**src/hw/rtl/trbs_pkg.sv**
```systemverilog
// Package for the trace ring batch sender: shared constants, register map,
// send command type and back end state encoding.
// No dependencies.
package trbs_pkg;

	localparam int RING_SIZE_DEF = 1024;
	localparam int CHUNK_MAX_DEF = 64;

	localparam int BYTE_W = 8;
	localparam int LEN_W  = 10;
	localparam int THR_W  = 7;

	localparam logic [THR_W-1:0] BATCH_THRESHOLD_RST = 7'd32;
	localparam logic [THR_W-1:0] TICK_THRESHOLD      = 7'd1;

	// Configuration port: 32-bit data, one register at byte address 0.
	localparam int CFG_ADDR_W = 3;
	localparam int CFG_DATA_W = 32;
	localparam logic [CFG_ADDR_W-3:0] REG_BATCH_THRESHOLD = '0;

	localparam int CMD_FIFO_DEPTH = 4;

	localparam logic OP_BYTE = 1'b0;
	localparam logic OP_TICK = 1'b1;

	typedef struct packed {
		logic [THR_W-1:0] threshold;
		logic             link_ready;
	} send_cmd_t;

	typedef enum logic [2:0] {
		B_IDLE,
		B_COPY,
		B_DRAIN,
		B_EMIT_RD,
		B_EMIT_LD
	} back_state_t;

endpackage

```
**src/hw/rtl/trbs_result_if.sv**
```systemverilog
// Output channel of the trace ring batch sender: one chunk byte per word.
// Depends on trbs_pkg for field widths.
interface trbs_result_if;
	logic                        valid;
	logic                        ready;
	logic [trbs_pkg::BYTE_W-1:0] out_byte;
	logic                        chunk_last;

	modport source (output valid, out_byte, chunk_last, input ready);
	modport sink (input valid, out_byte, chunk_last, output ready);
endinterface

```
**src/hw/rtl/trbs_ram.sv**
```systemverilog
// Generic simple dual-port RAM: one write port, one read port, registered read.
// No dependencies.
module trbs_ram #(
	parameter int WIDTH = 8,
	parameter int DEPTH = 16,
	localparam int AW = (DEPTH > 1) ? $clog2(DEPTH) : 1
) (
	input  logic             clk,
	input  logic             we,
	input  logic [AW-1:0]    waddr,
	input  logic [WIDTH-1:0] wdata,
	input  logic [AW-1:0]    raddr,
	output logic [WIDTH-1:0] rdata
);

	logic [WIDTH-1:0] mem_q [DEPTH];

	always_ff @(posedge clk) begin
		if (we) begin
			mem_q[waddr] <= wdata;
		end
		rdata <= mem_q[raddr];
	end

endmodule

```
**src/hw/rtl/trbs_back.sv**
```systemverilog
// Back end: carries out send commands, owns the stored count and read index,
// copies chunks from the ring into the hold buffer and emits held chunks.
// Depends on trbs_pkg, trbs_result_if and trbs_ram.
module trbs_back #(
	parameter int RING_SIZE = trbs_pkg::RING_SIZE_DEF,
	parameter int CHUNK_MAX = trbs_pkg::CHUNK_MAX_DEF,
	localparam int AW = $clog2(RING_SIZE)
) (
	input  logic                        clk,
	input  logic                        arst_n,
	input  logic                        cmd_empty,
	input  trbs_pkg::send_cmd_t         cmd,
	output logic                        cmd_pop,
	input  logic                        inc,
	output logic [AW-1:0]               ring_raddr,
	input  logic [trbs_pkg::BYTE_W-1:0] ring_rdata,
	output logic [AW-1:0]               stored_count,
	output logic                        idle,
	trbs_result_if.source               results
);

	localparam int HW   = $clog2(CHUNK_MAX);
	localparam int SW   = $clog2(CHUNK_MAX + 1);
	localparam int CMPW = (AW > 8) ? AW : 8;

	trbs_pkg::back_state_t state_q;
	trbs_pkg::back_state_t state_n;

	logic [AW-1:0]               count_q;
	logic [AW-1:0]               count_n;
	logic [AW-1:0]               rd_index_q;
	logic [AW-1:0]               rd_index_n;
	logic                        pending_q;
	logic                        pending_n;
	logic [SW-1:0]               held_size_q;
	logic [SW-1:0]               held_size_n;
	logic                        lr_q;
	logic                        lr_n;
	logic [HW-1:0]               copy_idx_q;
	logic [HW-1:0]               copy_idx_n;
	logic [HW-1:0]               emit_idx_q;
	logic [HW-1:0]               emit_idx_n;
	logic                        hw_valid_s1;
	logic [HW-1:0]               hw_idx_s1;

	logic                        out_valid_q;
	logic [trbs_pkg::BYTE_W-1:0] out_byte_q;
	logic                        out_last_q;
	logic                        out_free;
	logic                        out_load;
	logic                        emit_last;

	logic [trbs_pkg::BYTE_W-1:0] hold_rdata;
	logic                        take;
	logic [SW-1:0]               take_size;
	logic [AW-1:0]               sub;

	trbs_ram #(
		.WIDTH(trbs_pkg::BYTE_W),
		.DEPTH(CHUNK_MAX)
	) u_hold_ram (
		.clk  (clk),
		.we   (hw_valid_s1),
		.waddr(hw_idx_s1),
		.wdata(ring_rdata),
		.raddr(emit_idx_q),
		.rdata(hold_rdata)
	);

	assign ring_raddr   = rd_index_q;
	assign stored_count = count_q;
	assign idle         = (state_q == trbs_pkg::B_IDLE);

	assign take = !pending_q && (CMPW'(count_q) >= CMPW'(cmd.threshold));
	assign take_size = (CMPW'(count_q) > CMPW'(CHUNK_MAX)) ? SW'(CHUNK_MAX) : SW'(count_q);

	assign out_free  = !out_valid_q || results.ready;
	assign emit_last = (SW'(emit_idx_q) == held_size_q - 1'b1);

	always_comb begin
		state_n     = state_q;
		cmd_pop     = 1'b0;
		sub         = '0;
		rd_index_n  = rd_index_q;
		pending_n   = pending_q;
		held_size_n = held_size_q;
		lr_n        = lr_q;
		copy_idx_n  = copy_idx_q;
		emit_idx_n  = emit_idx_q;
		out_load    = 1'b0;
		case (state_q)
			trbs_pkg::B_IDLE: begin
				if (!cmd_empty) begin
					cmd_pop = 1'b1;
					lr_n    = cmd.link_ready;
					if (take) begin
						sub         = AW'(take_size);
						held_size_n = take_size;
						pending_n   = 1'b1;
						copy_idx_n  = '0;
						state_n     = trbs_pkg::B_COPY;
					end else if (pending_q && cmd.link_ready) begin
						emit_idx_n = '0;
						state_n    = trbs_pkg::B_EMIT_RD;
					end
				end
			end
			trbs_pkg::B_COPY: begin
				// One ring read per cycle; the hold write follows in the next cycle.
				rd_index_n = (rd_index_q == AW'(RING_SIZE - 1)) ? '0 : rd_index_q + 1'b1;
				copy_idx_n = copy_idx_q + 1'b1;
				if (SW'(copy_idx_q) == held_size_q - 1'b1) begin
					state_n = trbs_pkg::B_DRAIN;
				end
			end
			trbs_pkg::B_DRAIN: begin
				emit_idx_n = '0;
				state_n    = lr_q ? trbs_pkg::B_EMIT_RD : trbs_pkg::B_IDLE;
			end
			trbs_pkg::B_EMIT_RD: begin
				state_n = trbs_pkg::B_EMIT_LD;
			end
			trbs_pkg::B_EMIT_LD: begin
				if (out_free) begin
					out_load = 1'b1;
					if (emit_last) begin
						pending_n   = 1'b0;
						held_size_n = '0;
						state_n     = trbs_pkg::B_IDLE;
					end else begin
						emit_idx_n = emit_idx_q + 1'b1;
						state_n    = trbs_pkg::B_EMIT_RD;
					end
				end
			end
			default: begin
				state_n = trbs_pkg::B_IDLE;
			end
		endcase
		count_n = count_q + AW'(inc) - sub;
	end

	always_ff @(posedge clk) begin
		hw_idx_s1 <= copy_idx_q;
		lr_q      <= lr_n;
		copy_idx_q <= copy_idx_n;
		emit_idx_q <= emit_idx_n;
		if (out_load) begin
			out_byte_q <= hold_rdata;
			out_last_q <= emit_last;
		end
	end

	always_ff @(posedge clk or negedge arst_n) begin
		if (!arst_n) begin
			state_q     <= trbs_pkg::B_IDLE;
			count_q     <= '0;
			rd_index_q  <= '0;
			pending_q   <= 1'b0;
			held_size_q <= '0;
			hw_valid_s1 <= 1'b0;
			out_valid_q <= 1'b0;
		end else begin
			state_q     <= state_n;
			count_q     <= count_n;
			rd_index_q  <= rd_index_n;
			pending_q   <= pending_n;
			held_size_q <= held_size_n;
			hw_valid_s1 <= (state_q == trbs_pkg::B_COPY);
			if (out_load) begin
				out_valid_q <= 1'b1;
			end else if (results.ready) begin
				out_valid_q <= 1'b0;
			end
		end
	end

	assign results.valid      = out_valid_q;
	assign results.out_byte   = out_byte_q;
	assign results.chunk_last = out_last_q;

	a_busy_has_chunk: assert property (@(posedge clk) disable iff (!arst_n)
		(state_q == trbs_pkg::B_COPY || state_q == trbs_pkg::B_DRAIN ||
		 state_q == trbs_pkg::B_EMIT_RD || state_q == trbs_pkg::B_EMIT_LD) |-> pending_q)
		else $error("copy or emit running without a held chunk");

	a_held_nonempty: assert property (@(posedge clk) disable iff (!arst_n)
		pending_q |-> (held_size_q != '0))
		else $error("held chunk has zero size");

	a_last_releases: assert property (@(posedge clk) disable iff (!arst_n)
		(out_load && emit_last) |=> (!pending_q && state_q == trbs_pkg::B_IDLE && out_last_q))
		else $error("final chunk word did not release the hold buffer");

endmodule

```
**src/flat_wrapper.sv**
```systemverilog
// flat-port wrapper written by rule: the top's interface ports become plain ports
module trbs_back_flat 
#(
	parameter int RING_SIZE = trbs_pkg::RING_SIZE_DEF,
	parameter int CHUNK_MAX = trbs_pkg::CHUNK_MAX_DEF,
	localparam int AW = $clog2(RING_SIZE)
)
  (clk, arst_n, cmd_empty, cmd, cmd_pop, inc, ring_raddr, ring_rdata, stored_count, idle, results_valid, results_out_byte, results_chunk_last, results_ready);
  trbs_result_if results_i ();
  input  logic clk;
  input  logic arst_n;
  input  logic cmd_empty;
  input  trbs_pkg::send_cmd_t cmd;
  output logic cmd_pop;
  input  logic inc;
  output logic [AW-1:0] ring_raddr;
  input  logic [trbs_pkg::BYTE_W-1:0] ring_rdata;
  output logic [AW-1:0] stored_count;
  output logic idle;
  output wire logic [$bits(results_i.valid)-1:0] results_valid;
  output wire logic [$bits(results_i.out_byte)-1:0] results_out_byte;
  output wire logic [$bits(results_i.chunk_last)-1:0] results_chunk_last;
  input wire logic [$bits(results_i.ready)-1:0] results_ready;
  assign results_valid = results_i.valid;
  assign results_out_byte = results_i.out_byte;
  assign results_chunk_last = results_i.chunk_last;
  assign results_i.ready = results_ready;
  trbs_back #(.RING_SIZE(RING_SIZE), .CHUNK_MAX(CHUNK_MAX)) u_core (.clk(clk), .arst_n(arst_n), .cmd_empty(cmd_empty), .cmd(cmd), .cmd_pop(cmd_pop), .inc(inc), .ring_raddr(ring_raddr), .ring_rdata(ring_rdata), .stored_count(stored_count), .idle(idle), .results(results_i));
endmodule
```
**config.mk**
```make
export PLATFORM = sky130hd
export DESIGN_NAME = trbs_back_flat
export DESIGN_NICKNAME = d
export VERILOG_FILES = /design/src/hw/rtl/trbs_pkg.sv /design/src/hw/rtl/trbs_result_if.sv /design/src/hw/rtl/trbs_ram.sv /design/src/hw/rtl/trbs_back.sv /design/src/flat_wrapper.sv
export SDC_FILE = /design/constraint.sdc
export NUM_CORES = 1
export LEC_CHECK = 0
export ABC_AREA = 1
export BUFFER_PORTS_ARGS = -buffer_cell sky130_fd_sc_hd__buf_4
export CAP_MARGIN = 10
export CELL_PAD_IN_SITES_DETAIL_PLACEMENT = 0
export CELL_PAD_IN_SITES_GLOBAL_PLACEMENT = 1
export CORE_MARGIN = 1
export CORE_UTILIZATION = 46
export DETAILED_ROUTE_END_ITERATION = 8
export PLACE_DENSITY = 0.72
export SLEW_MARGIN = 20
export SYNTH_ARGS = -nofsm -noshare
export SYNTH_HDL_FRONTEND = slang
export SYNTH_SLANG_ARGS = --single-unit
```
**constraint.sdc**
```tcl
create_clock -name clk -period 3.09 [get_ports clk]
set_input_delay 0.7725 -clock clk [delete_from_list [all_inputs] [get_ports clk]]
set_output_delay 0.7725 -clock clk [all_outputs]
set_load 0.05 [all_outputs]
```
==> impl_metrics.py, run 1 <==
metrics = {
    "global_route": {
        "grt_pass1_vias": 15400,
        "grt_overflow_total": 0,
        "grt_pass1_wl_mm": 92.6,
        "antenna_found_initial": 1,
        "grt_use_total_pct": 23.1,
        "grt_start_max_net_pins": 91,
    },
    "routing": {
        "ant_nets": 0,
        "avgRoutedWirePerCell_um": 21.7,
        "via_per_inst": 5.60,
        "first_iter_violations": 1535,
        "first_pass_iters": 5,
        "routed_wl_mm": 60.9,
        "vias": 15700,
        "remaining_drc_errors": 0,
    },
    "pwr": {
        "ir_drop_v": 0.000826,
        "p_leak_nw": 9.56,
        "power_density_nw_per_um2": 973,
    },
    "clocking": {
        "ctsHoldBuffers": 0,
        "insertion_delay_ns": 0.63,
        "path_clk_slew_ns": 0.06,
        "cts.sinks": 581,
        "cts_tree": "yes",
        "clock-root-buffer": "clkbuf_16",
        "cts_max_path_buffers": 3,
        "cts_made_buffers": 59,
        "cts_max_level": 2,
    },
    "critical_path": {
        "arrival_ns": 3.58,
        "cp.buffers_inverters": 4,
        "path_class": "flip-flop to flip-flop",
        "r2r-start": "u_core.stored_count[0]",
        "startpoint_type": "flip-flop",
        "endpoint_kind": "flip-flop",
        "cpMostUsedCell": "inv_2",
        "worstPathRequired_ns": 3.64,
        "crit_family": "adder cells",
        "max_stage_delay_ns": 0.36,
        "crit_path_start": "u_core.stored_count[0]",
        "path_cells": "inv_2 -> ha_4 -> o21ai_1 -> nand2_1 -> nand3_1 -> nand3_2 -> nand2_2 -> nor3_4 -> nand3_2 -> inv_2 -> ha_4 -> inv_2 -> ha_4 -> inv_2 -> fa_2 -> o21ai_4 -> a21oi_2 -> o21ai_1 -> xor2_1",
        "cp_max_fo": 3,
        "cp_slowest_cell": "fa_2",
    },
    "cells_and_area": {
        "multi_input_area_um2": 6300,
        "num-nets-final": 2134,
        "drive_gt1_share_pct": 13.6,
        "area_delta_synth_final_pct": 15.5,
        "final_cell_mix": "edfxtp_1 (534), nor2_1 (398), o21ai_0 (226)",
        "diodes": 0,
        "final_common_cell": "edfxtp_1",
        "seqCellArea_um2": 17100,
        "fillers": 4390,
        "final_cell_area_um2": 27700,
    },
    "logic_synthesis": {
        "synth_edf_count": 534,
        "syn-cell-area_um2": 24000,
        "syn_avg_cell_area_um2": 12.1,
        "synthCells": 1979,
        "syn-num-nets": 2030,
        "ys.flop_type": "edfxtp_1",
        "ys_seq_elements": 581,
        "synth.yosys.seq_area_share_pct": 71.5,
        "synthDistinctLibCells": 43,
        "synthArstFlopShare_pct": 5.68,
        "ys_warn_count": 0,
    },
    "sta": {
        "worstMarginPinSlew_ns": 0.951,
        "max_freq_ghz": 0.329,
        "setup-violations-final": 0,
        "hold_slack_ns": 0.0981,
        "rsz0062_at_grt": "yes",
        "final-hold-violation-count": 0,
        "min_period_ns": 3.04,
        "fin_skew_ns": 0.0260,
        "slew_headroom_pct": 36.4,
        "fin_tns_setup_ns": 0,
        "slew_viol_final": 0,
        "period_share_pct": 98.3,
        "post-route-worst-setup-slack_ns": 0.0534,
    },
    "min_path": {
        "hp-class": "primary input to async pin",
    },
    "placed_design": {
        "pre_cts_slack_ns": -0.608,
        "place_congestion": 0.887,
        "place_area_um2": 25500,
        "port_buffers": 52,
        "dp_hpwl_mm": 36.2,
    },
    "run_status": {
        "outcome": "finished, final reports clean",
    },
    "die": {
        "rows": 83,
        "ios": 53,
        "start_util_pct": 46.7,
        "die-width_um": 230,
        "die_area_um2": 53100,
        "core-area_um2": 51400,
        "die_y_um": 230,
    },
    "flow_run": {
        "cap_violations": 0,
    },
}
## final cells by class
cell class	instances	share of cell area [%]
well taps	680	3.07
clock buffers	77	5.80
flip-flops and latches	581	61.9
inverters	92	1.29
clock inverters	33	0.967
repair buffers	146	4.21
multi-input cells	1203	22.8
## power by group
part	total (mW)	leakage, nW	internal, mW	switching [mW]
sequential	9.71	5.35	9.25	0.464
combinational	10.3	3.28	3.43	6.88
clock	6.93	0.927	3.97	2.96
## worst paths after layout
path                                               to  slack, ns  cells past startpoint
max in group asynchronous       u_core.held_size_q[4]       2.67                      1
min                              u_core.ring_raddr[6]        0.1                      1
min in group clk                 u_core.results.valid       0.34                      2
min reg2reg                u_core.results.out_byte[4]       0.41                      0
max reg2reg                    u_core.stored_count[6]       0.05                     19
max                            u_core.stored_count[6]       0.05                     19
## layer usage
layer,vias up,wire (um),global-route usage [%]
met5,-,15,0
met4,2,2270,9.69
met3,119,3510,3.33
met2,456,29700,38.5
met1,7804,25400,30.5
li1,7356,-,-
## cell families (layout without fill, tap and decap cells)
| logic type | count (synthesis) | after routing | share of synthesized area [%] |
|---|---|---|---|
| flops | 581 | 581 | 71.5 |
| compound gates | 467 | 467 | 11.0 |
| fa+ha+maj | 30 | 30 | 1.60 |
| buf+inv | 195 | 348 | 3.54 |
| xor+xnor | 16 | 16 | 0.642 |
| simple gates | 690 | 690 | 11.7 |
## through the flow
stage	total power, mW	util (%)	instances
floorplan	16.2	-	1979
global placement	19.5	49.7	2698
detailed placement	19.7	49.7	2698
CTS	26.7	53.4	2811
global route	28.4	53.9	2812
finish	26.9	53.9	2812
## cells in the mapped netlist (all sizes together) (15+ instances only)
library cell / n / area [um^2]
dfrtp: 33 / 826
nand2: 148 / 566
nand3: 112 / 566
nor2: 404 / 1520
ha: 29 / 363
o22ai: 36 / 225
clkbuf: 51 / 191
o21ai: 274 / 1370
a21oi: 56 / 280
o211ai: 59 / 443
buf: 52 / 313
edfxtp: 534 / 16000
inv: 90 / 338
nor3: 15 / 86.3
a22oi: 30 / 225
## what timing repair did
action                                  in CTS  in global routing
resized for setup                            7                 38
pin swaps                                    7                 18
hold endpoints to repair                     0                  0
endpoints found under the setup margin       5                  6
setup buffers                                3                  2
## flip-flops by register name, summed over array words and instances (netlist names)
signal	cells
u_core.stored_count	10
u_core.results.chunk_last	1
u_core.results.valid	1
u_core.u_hold_ram.mem_q	512
u_core.pending_q	1
u_core.hw_idx_s1	6
u_core.copy_idx_q	6
u_core.emit_idx_q	6
u_core.hw_valid_s1	1
u_core.held_size_q	7
u_core.state_q	3
u_core.u_hold_ram.rdata	8
u_core.lr_q	1
u_core.results.out_byte	8
u_core.ring_raddr	10
No activity file was read; power rests on OpenSTA's default activity.
==> run 2: changes to the inputs <==
- PLACE_DENSITY: 0.72 -> unset
- PLACE_DENSITY_LB_ADDON: unset -> 0.1
==> run 2 against run 1 <==
Cell count rose by 1.1%; critical path depth fell by 1; wire length rose by 3.7%; critical path type unchanged; largest cell class unchanged.
==> impl_metrics.py, run 2 (synthesis results as in run 1) <==
metrics = {
    "critical_path": {
        "r2r_slack_ns": 0.14,
        "path_class": "flip-flop to flip-flop",
        "arrival_ns": 3.45,
        "endpoint_kind": "flip-flop",
        "startpoint_type": "flip-flop",
        "worstPathRequired_ns": 3.60,
        "cp_max_fo": 7,
    },
    "routing": {
        "ant_nets": 0,
        "avgRoutedWirePerCell_um": 22.2,
        "first_pass_iters": 7,
        "via_per_inst": 5.61,
        "remaining_drc_errors": 0,
        "routed_wl_mm": 63.2,
        "first_iter_violations": 1261,
        "vias": 16000,
    },
    "clocking": {
        "clock-root-buffer": "clkbuf_16",
        "cts_max_path_buffers": 3,
        "cts_made_buffers": 60,
        "path_clk_slew_ns": 0.06,
        "insertion_delay_ns": 0.63,
        "cts_tree": "yes",
        "cts.sinks": 581,
        "cts_max_level": 2,
    },
    "pwr": {
        "power_density_nw_per_um2": 987,
        "ir_drop_v": 0.000693,
        "p_leak_nw": 9.81,
        "totalPowerFinal_mw": 27.7,
    },
    "min_path": {
        "hp-class": "primary input to async pin",
    },
    "sta": {
        "setup-violations-final": 0,
        "max_freq_ghz": 0.339,
        "fin_skew_ns": 0.0111,
        "slew_headroom_pct": 33.9,
        "hold_slack_ns": 0.101,
        "final-hold-violation-count": 0,
        "worstMarginPinSlew_ns": 0.990,
        "post-route-worst-setup-slack_ns": 0.144,
        "min_period_ns": 2.95,
        "slew_viol_final": 0,
        "fin_tns_setup_ns": 0,
        "period_share_pct": 95.3,
    },
    "placed_design": {
        "place_area_um2": 25800,
        "dp_hpwl_mm": 37.5,
        "port_buffers": 52,
        "pre_cts_slack_ns": -0.527,
        "place_congestion": 0.835,
        "dp_cells": 2725,
    },
    "die": {
        "die_area_um2": 53100,
        "ios": 53,
        "die_y_um": 230,
        "die-width_um": 230,
        "rows": 83,
        "core-area_um2": 51400,
        "start_util_pct": 46.7,
    },
    "cells_and_area": {
        "multi_input_area_um2": 6240,
        "fillers": 4373,
        "final_cell_mix": "edfxtp_1 (534), nor2_1 (398), o21ai_0 (226)",
        "area_delta_synth_final_pct": 17.1,
        "drive_gt1_share_pct": 15.0,
        "final_common_cell": "edfxtp_1",
        "regMostFlops": "u_core.u_hold_ram.mem_q",
        "final_cell_area_um2": 28100,
        "final_util_pct": 54.6,
        "seqCellArea_um2": 17100,
        "largest_reg_flops": 512,
        "final_cells": 2842,
        "num-nets-final": 2163,
        "diodes": 0,
    },
    "global_route": {
        "grt_overflow_total": 0,
        "grt_pass1_vias": 15500,
        "grt_pass1_wl_mm": 94.9,
        "grt_use_total_pct": 24.0,
        "grt_start_max_net_pins": 117,
        "antenna_found_initial": 0,
    },
    "run_status": {
        "outcome": "finished, final reports clean",
    },
    "flow_run": {
        "cap_violations": 0,
    },
}
==> run 2: changes by cell type in the layout (fill, tap and decap cells not counted), sizes merged <==
cell | before | now
bufinv | 4 | 8
clkinvlp | 0 | 1
buf | 146 | 174
inv | 91 | 93
clkbuf | 77 | 75
clkinv | 30 | 27
==> run 2: timing repair <==
| action | CTS | global route |
|---|---|---|
| buffers inserted | 0 | 5 |
| gates cloned | 0 | 0 |
| setup endpoints to repair | 6 | 7 |
| resized for setup | 9 | 30 |
| pin swaps | 0 | 25 |
| hold buffers | 0 | 0 |
==> run 2: critical path: stages, from the launching register on <==
cell,delay [ns]
dfrtp_1,0.34
inv_1,0.08
ha_1,0.29
o21ai_1,0.06
nand2_1,0.10
nand3_1,0.09
nand3_2,0.10
nand2_2,0.08
nor3_4,0.16
buf_6,0.15
nand3_1,0.13
ha_4,0.25
ha_1,0.26
nand2_1,0.09
o21ai_2,0.19
a21oi_2,0.08
buf_4,0.13
buf_4,0.12
xor2_1,0.13
==> run 2: area by class of cell <==
cell class | count | area share [%]
Clock inverter | 37 | 1.48
Clock buffer | 75 | 5.83
Tap cell | 680 | 3.03
Timing Repair Buffer | 174 | 5.15
Inverter | 92 | 1.27
Multi-Input combinational cell | 1203 | 22.2
Sequential cell | 581 | 61.0
==> run 2: final timing paths <==
kind / startpoint / end / depth (start not counted)
setup / recovery: u_core.stored_count[0] / u_core.stored_count[5] / 18
hold / removal: arst_n / u_core.ring_raddr[6] / 1
setup reg to reg: u_core.stored_count[0] / u_core.stored_count[5] / 18
hold reg to reg: u_core.u_hold_ram.rdata[7] / u_core.results.out_byte[7] / 0
max in group asynchronous: arst_n / u_core.stored_count[8] / 1
min in group clk: cmd[0] / u_core.lr_q / 1
==> run 2: where the power goes <==
| group | total, mW | internal, mW | switching, mW |
|---|---|---|---|
| combinational | 10.6 | 3.60 | 7.04 |
| sequential | 9.66 | 9.25 | 0.417 |
| clock | 7.43 | 4.42 | 3.01 |
==> run 2: per-layer routing <==
| layer | up-vias | track usage (%) | wire (um) |
|---|---|---|---|
| met4 | 0 | 7.99 | 1730 |
| met3 | 104 | 3.61 | 3680 |
| met2 | 471 | 39.7 | 30800 |
| li1 | 7435 | - | - |
| met1 | 7943 | 32.4 | 27000 |
| met5 | - | 0 | 0 |
==> run 3: changes to the inputs <==
--- a/config.mk
+++ b/config.mk
@@ -12,3 +12,2 @@
 export CELL_PAD_IN_SITES_GLOBAL_PLACEMENT = 1
-export CORE_MARGIN = 1
 export CORE_UTILIZATION = 46
==> constraint.sdc (replaced) <==
create_clock -name clk -period 3.09 [get_ports clk]
set_input_delay 0.618 -clock clk [delete_from_list [all_inputs] [get_ports clk]]
set_output_delay 0.618 -clock clk [all_outputs]
set_load 0.05 [all_outputs]
==> run 3 against run 2 <==
Critical path depth is 2 higher; cell count hardly changed; global-route usage is 0.11 points lower; combinational power hardly changed; maximum frequency is 2.9% lower; die area stayed put.
==> impl_metrics.py, run 3 (synthesis results as in run 1) <==
metrics = {
    "global_route": {
        "grt_start_max_net_pins": 122,
        "grt_use_total_pct": 23.8,
        "grt_overflow_total": 0,
        "grt_pass1_vias": 15300,
        "antenna_found_initial": 0,
        "grt_pass1_wl_mm": 94.4,
    },
    "die": {
        "rows": 83,
        "start_util_pct": 46.7,
        "ios": 53,
        "die-width_um": 230,
        "die_y_um": 230,
        "core-area_um2": 51400,
        "die_area_um2": 53100,
    },
    "sta": {
        "min_period_ns": 3.03,
        "worstMarginPinSlew_ns": 1.00,
        "slew_viol_final": 0,
        "fin_tns_setup_ns": 0,
        "setup-violations-final": 0,
        "slew_headroom_pct": 33.2,
        "max_freq_ghz": 0.330,
        "rsz0062_at_grt": "yes",
        "post-route-worst-setup-slack_ns": 0.0562,
        "final-hold-violation-count": 0,
        "fin_skew_ns": 0.0186,
        "period_share_pct": 98.2,
    },
    "pwr": {
        "power_density_nw_per_um2": 980,
        "p_comb_share_pct": 38.6,
        "power_frac_seq_pct": 35.4,
        "power.share.clock_pct": 26.0,
        "p_sw_mw": 10.4,
        "totalPowerFinal_mw": 27.5,
        "ir_drop_v": 0.000785,
        "p_leak_nw": 9.77,
        "switching_share_pct": 38.0,
        "p_int_mw": 17.0,
    },
    "routing": {
        "via_per_inst": 5.59,
        "vias": 15900,
        "first_pass_iters": 5,
        "avgRoutedWirePerCell_um": 22.1,
        "remaining_drc_errors": 0,
        "ant_nets": 0,
        "first_iter_violations": 1217,
        "routed_wl_mm": 62.7,
    },
    "critical_path": {
        "r2r_cells": 20,
        "cp.buffers_inverters": 3,
        "crit_family": "adder cells",
        "startpoint_type": "flip-flop",
        "cp_max_fo": 3,
        "path_cells": "ha_4 -> nand2_2 -> nand2_2 -> nand2_1 -> nand2_1 -> nand2_1 -> nand3_2 -> nand2_2 -> nor3_4 -> nand3_2 -> inv_2 -> ha_4 -> inv_4 -> ha_4 -> inv_2 -> fa_2 -> o21ai_4 -> a21oi_2 -> o21ai_1 -> xor2_1",
        "r2r_slack_ns": 0.06,
        "arrival_ns": 3.56,
        "r2r-start": "u_core.stored_count[3]",
        "cp_slowest_cell": "dfrtp_2",
        "endpoint_kind": "flip-flop",
        "max_stage_delay_ns": 0.43,
        "reg2reg_to": "u_core.stored_count[6]",
        "worstPathRequired_ns": 3.62,
        "path_class": "flip-flop to flip-flop",
    },
    "flow_run": {
        "cap_violations": 0,
    },
    "clocking": {
        "path_clk_slew_ns": 0.06,
        "cts_tree": "yes",
        "clock-root-buffer": "clkbuf_16",
        "cts_max_path_buffers": 3,
        "cts.sinks": 581,
        "cts_max_level": 2,
        "insertion_delay_ns": 0.62,
        "cts_made_buffers": 60,
    },
    "run_status": {
        "outcome": "finished, final reports clean",
    },
    "cells_and_area": {
        "largest_reg_flops": 512,
        "diodes": 0,
        "final_common_cell": "edfxtp_1",
        "area_delta_synth_final_pct": 16.9,
        "num-nets-final": 2160,
        "final_util_pct": 54.5,
        "regMostFlops": "u_core.u_hold_ram.mem_q",
        "drive_gt1_share_pct": 15.6,
        "final_cell_mix": "edfxtp_1 (534), nor2_1 (398), o21ai_0 (226)",
    },
    "min_path": {
        "hp-class": "primary input to flip-flop",
        "min-delay-start": "results_ready",
        "min_to": "u_core.results.valid",
        "hold_path_depth": 2,
    },
    "placed_design": {
        "port_buffers": 52,
        "place_congestion": 0.834,
        "pre_cts_slack_ns": -0.375,
        "dp_hpwl_mm": 37.3,
    },
}
-- run 3: changes by cell type in the layout (fill, tap and decap cells not counted), moves of 3 or more --
cell	previous run	this run
bufinv_16	8	3
clkbuf_1	7	10
clkbuf_16	60	65
clkbuf_8	8	4
clkinv_1	14	8
clkinv_2	10	21
dfrtp_1	33	24
dfrtp_2	0	9
ha_1	19	16
ha_4	10	13
inv_6	4	1
-- run 3: worst max-delay path by stage --
stage                           start                      to  slack (ns)  cells past startpoint
5_1_grt        u_core.stored_count[3]  u_core.stored_count[6]        -0.1                     20
2_1_floorplan                  cmd[7]  u_core.stored_count[6]       -0.08                     19
3_5_place_dp                   cmd[1]  u_core.stored_count[6]       -0.38                     19
6_report       u_core.stored_count[3]  u_core.stored_count[6]        0.06                     20
4_1_cts        u_core.stored_count[3]  u_core.stored_count[6]      -0.007                     20
3_3_place_gp                   cmd[7]  u_core.stored_count[6]       -0.32                     20
-- run 3: worst register-to-register path: cells and delay by family, from the launching register on --
kind,cells,cell delay (ns)
fa+ha+maj,4,1.00
simple gates,9,0.73
flops,1,0.43
xor+xnor,1,0.16
compound gates,3,0.47
buf+inv,3,0.16
-- run 3: layer usage --
metal	vias up	global-route usage [%]	share of wire [%]
li1	7432	-	-
met1	7869	32.9	42
met2	486	38.7	48
met3	107	3.84	6.3
met4	0	7.82	2.9
met5	-	0	0
-- run 3: cell type report --
| type | count | area, um^2 |
|---|---|---|
| Multi-Input combinational cell | 1203 | 6290 |
| Timing Repair Buffer | 171 | 1400 |
| Clock inverter | 35 | 265 |
| Fill cell | 4374 | 23400 |
| Clock buffer | 79 | 1720 |
| Inverter | 92 | 360 |
| Sequential cell | 581 | 17200 |
| Tap cell | 680 | 851 |
-- run 3: what timing repair did --
item / 4_1_cts / 5_1_grt
setup endpoints to repair: 5 / 6
gates cloned: 0 / 0
setup buffers: 0 / 5
pin swaps: 3 / 21
hold buffers: 1 / 0
endpoints found under the hold margin: 33 / 0
resized for setup: 12 / 32
-- run 3: through the flow --
stage	std cells	cell area [um^2]	hold slack (ns)
detailed placement	2721	25800	0.389
floorplan	1979	24100	0.322
global route	2841	28000	0.163
CTS	2836	27800	0.154
global placement	2721	25800	0.385
finish	2841	28000	0.187
-- run 3: power groups by stage --
| stage | logic, mW | clock network, mW | registers, mW |
|---|---|---|---|
| CTS | 10.3 | 7.29 | 9.71 |
| finish | 10.6 | 7.15 | 9.72 |
| detailed placement | 10.1 | 0 | 9.86 |
| global route | 11.7 | 7.57 | 9.79 |
| floorplan | 6.04 | 0 | 10.1 |
| global placement | 10.0 | 0 | 9.85 |
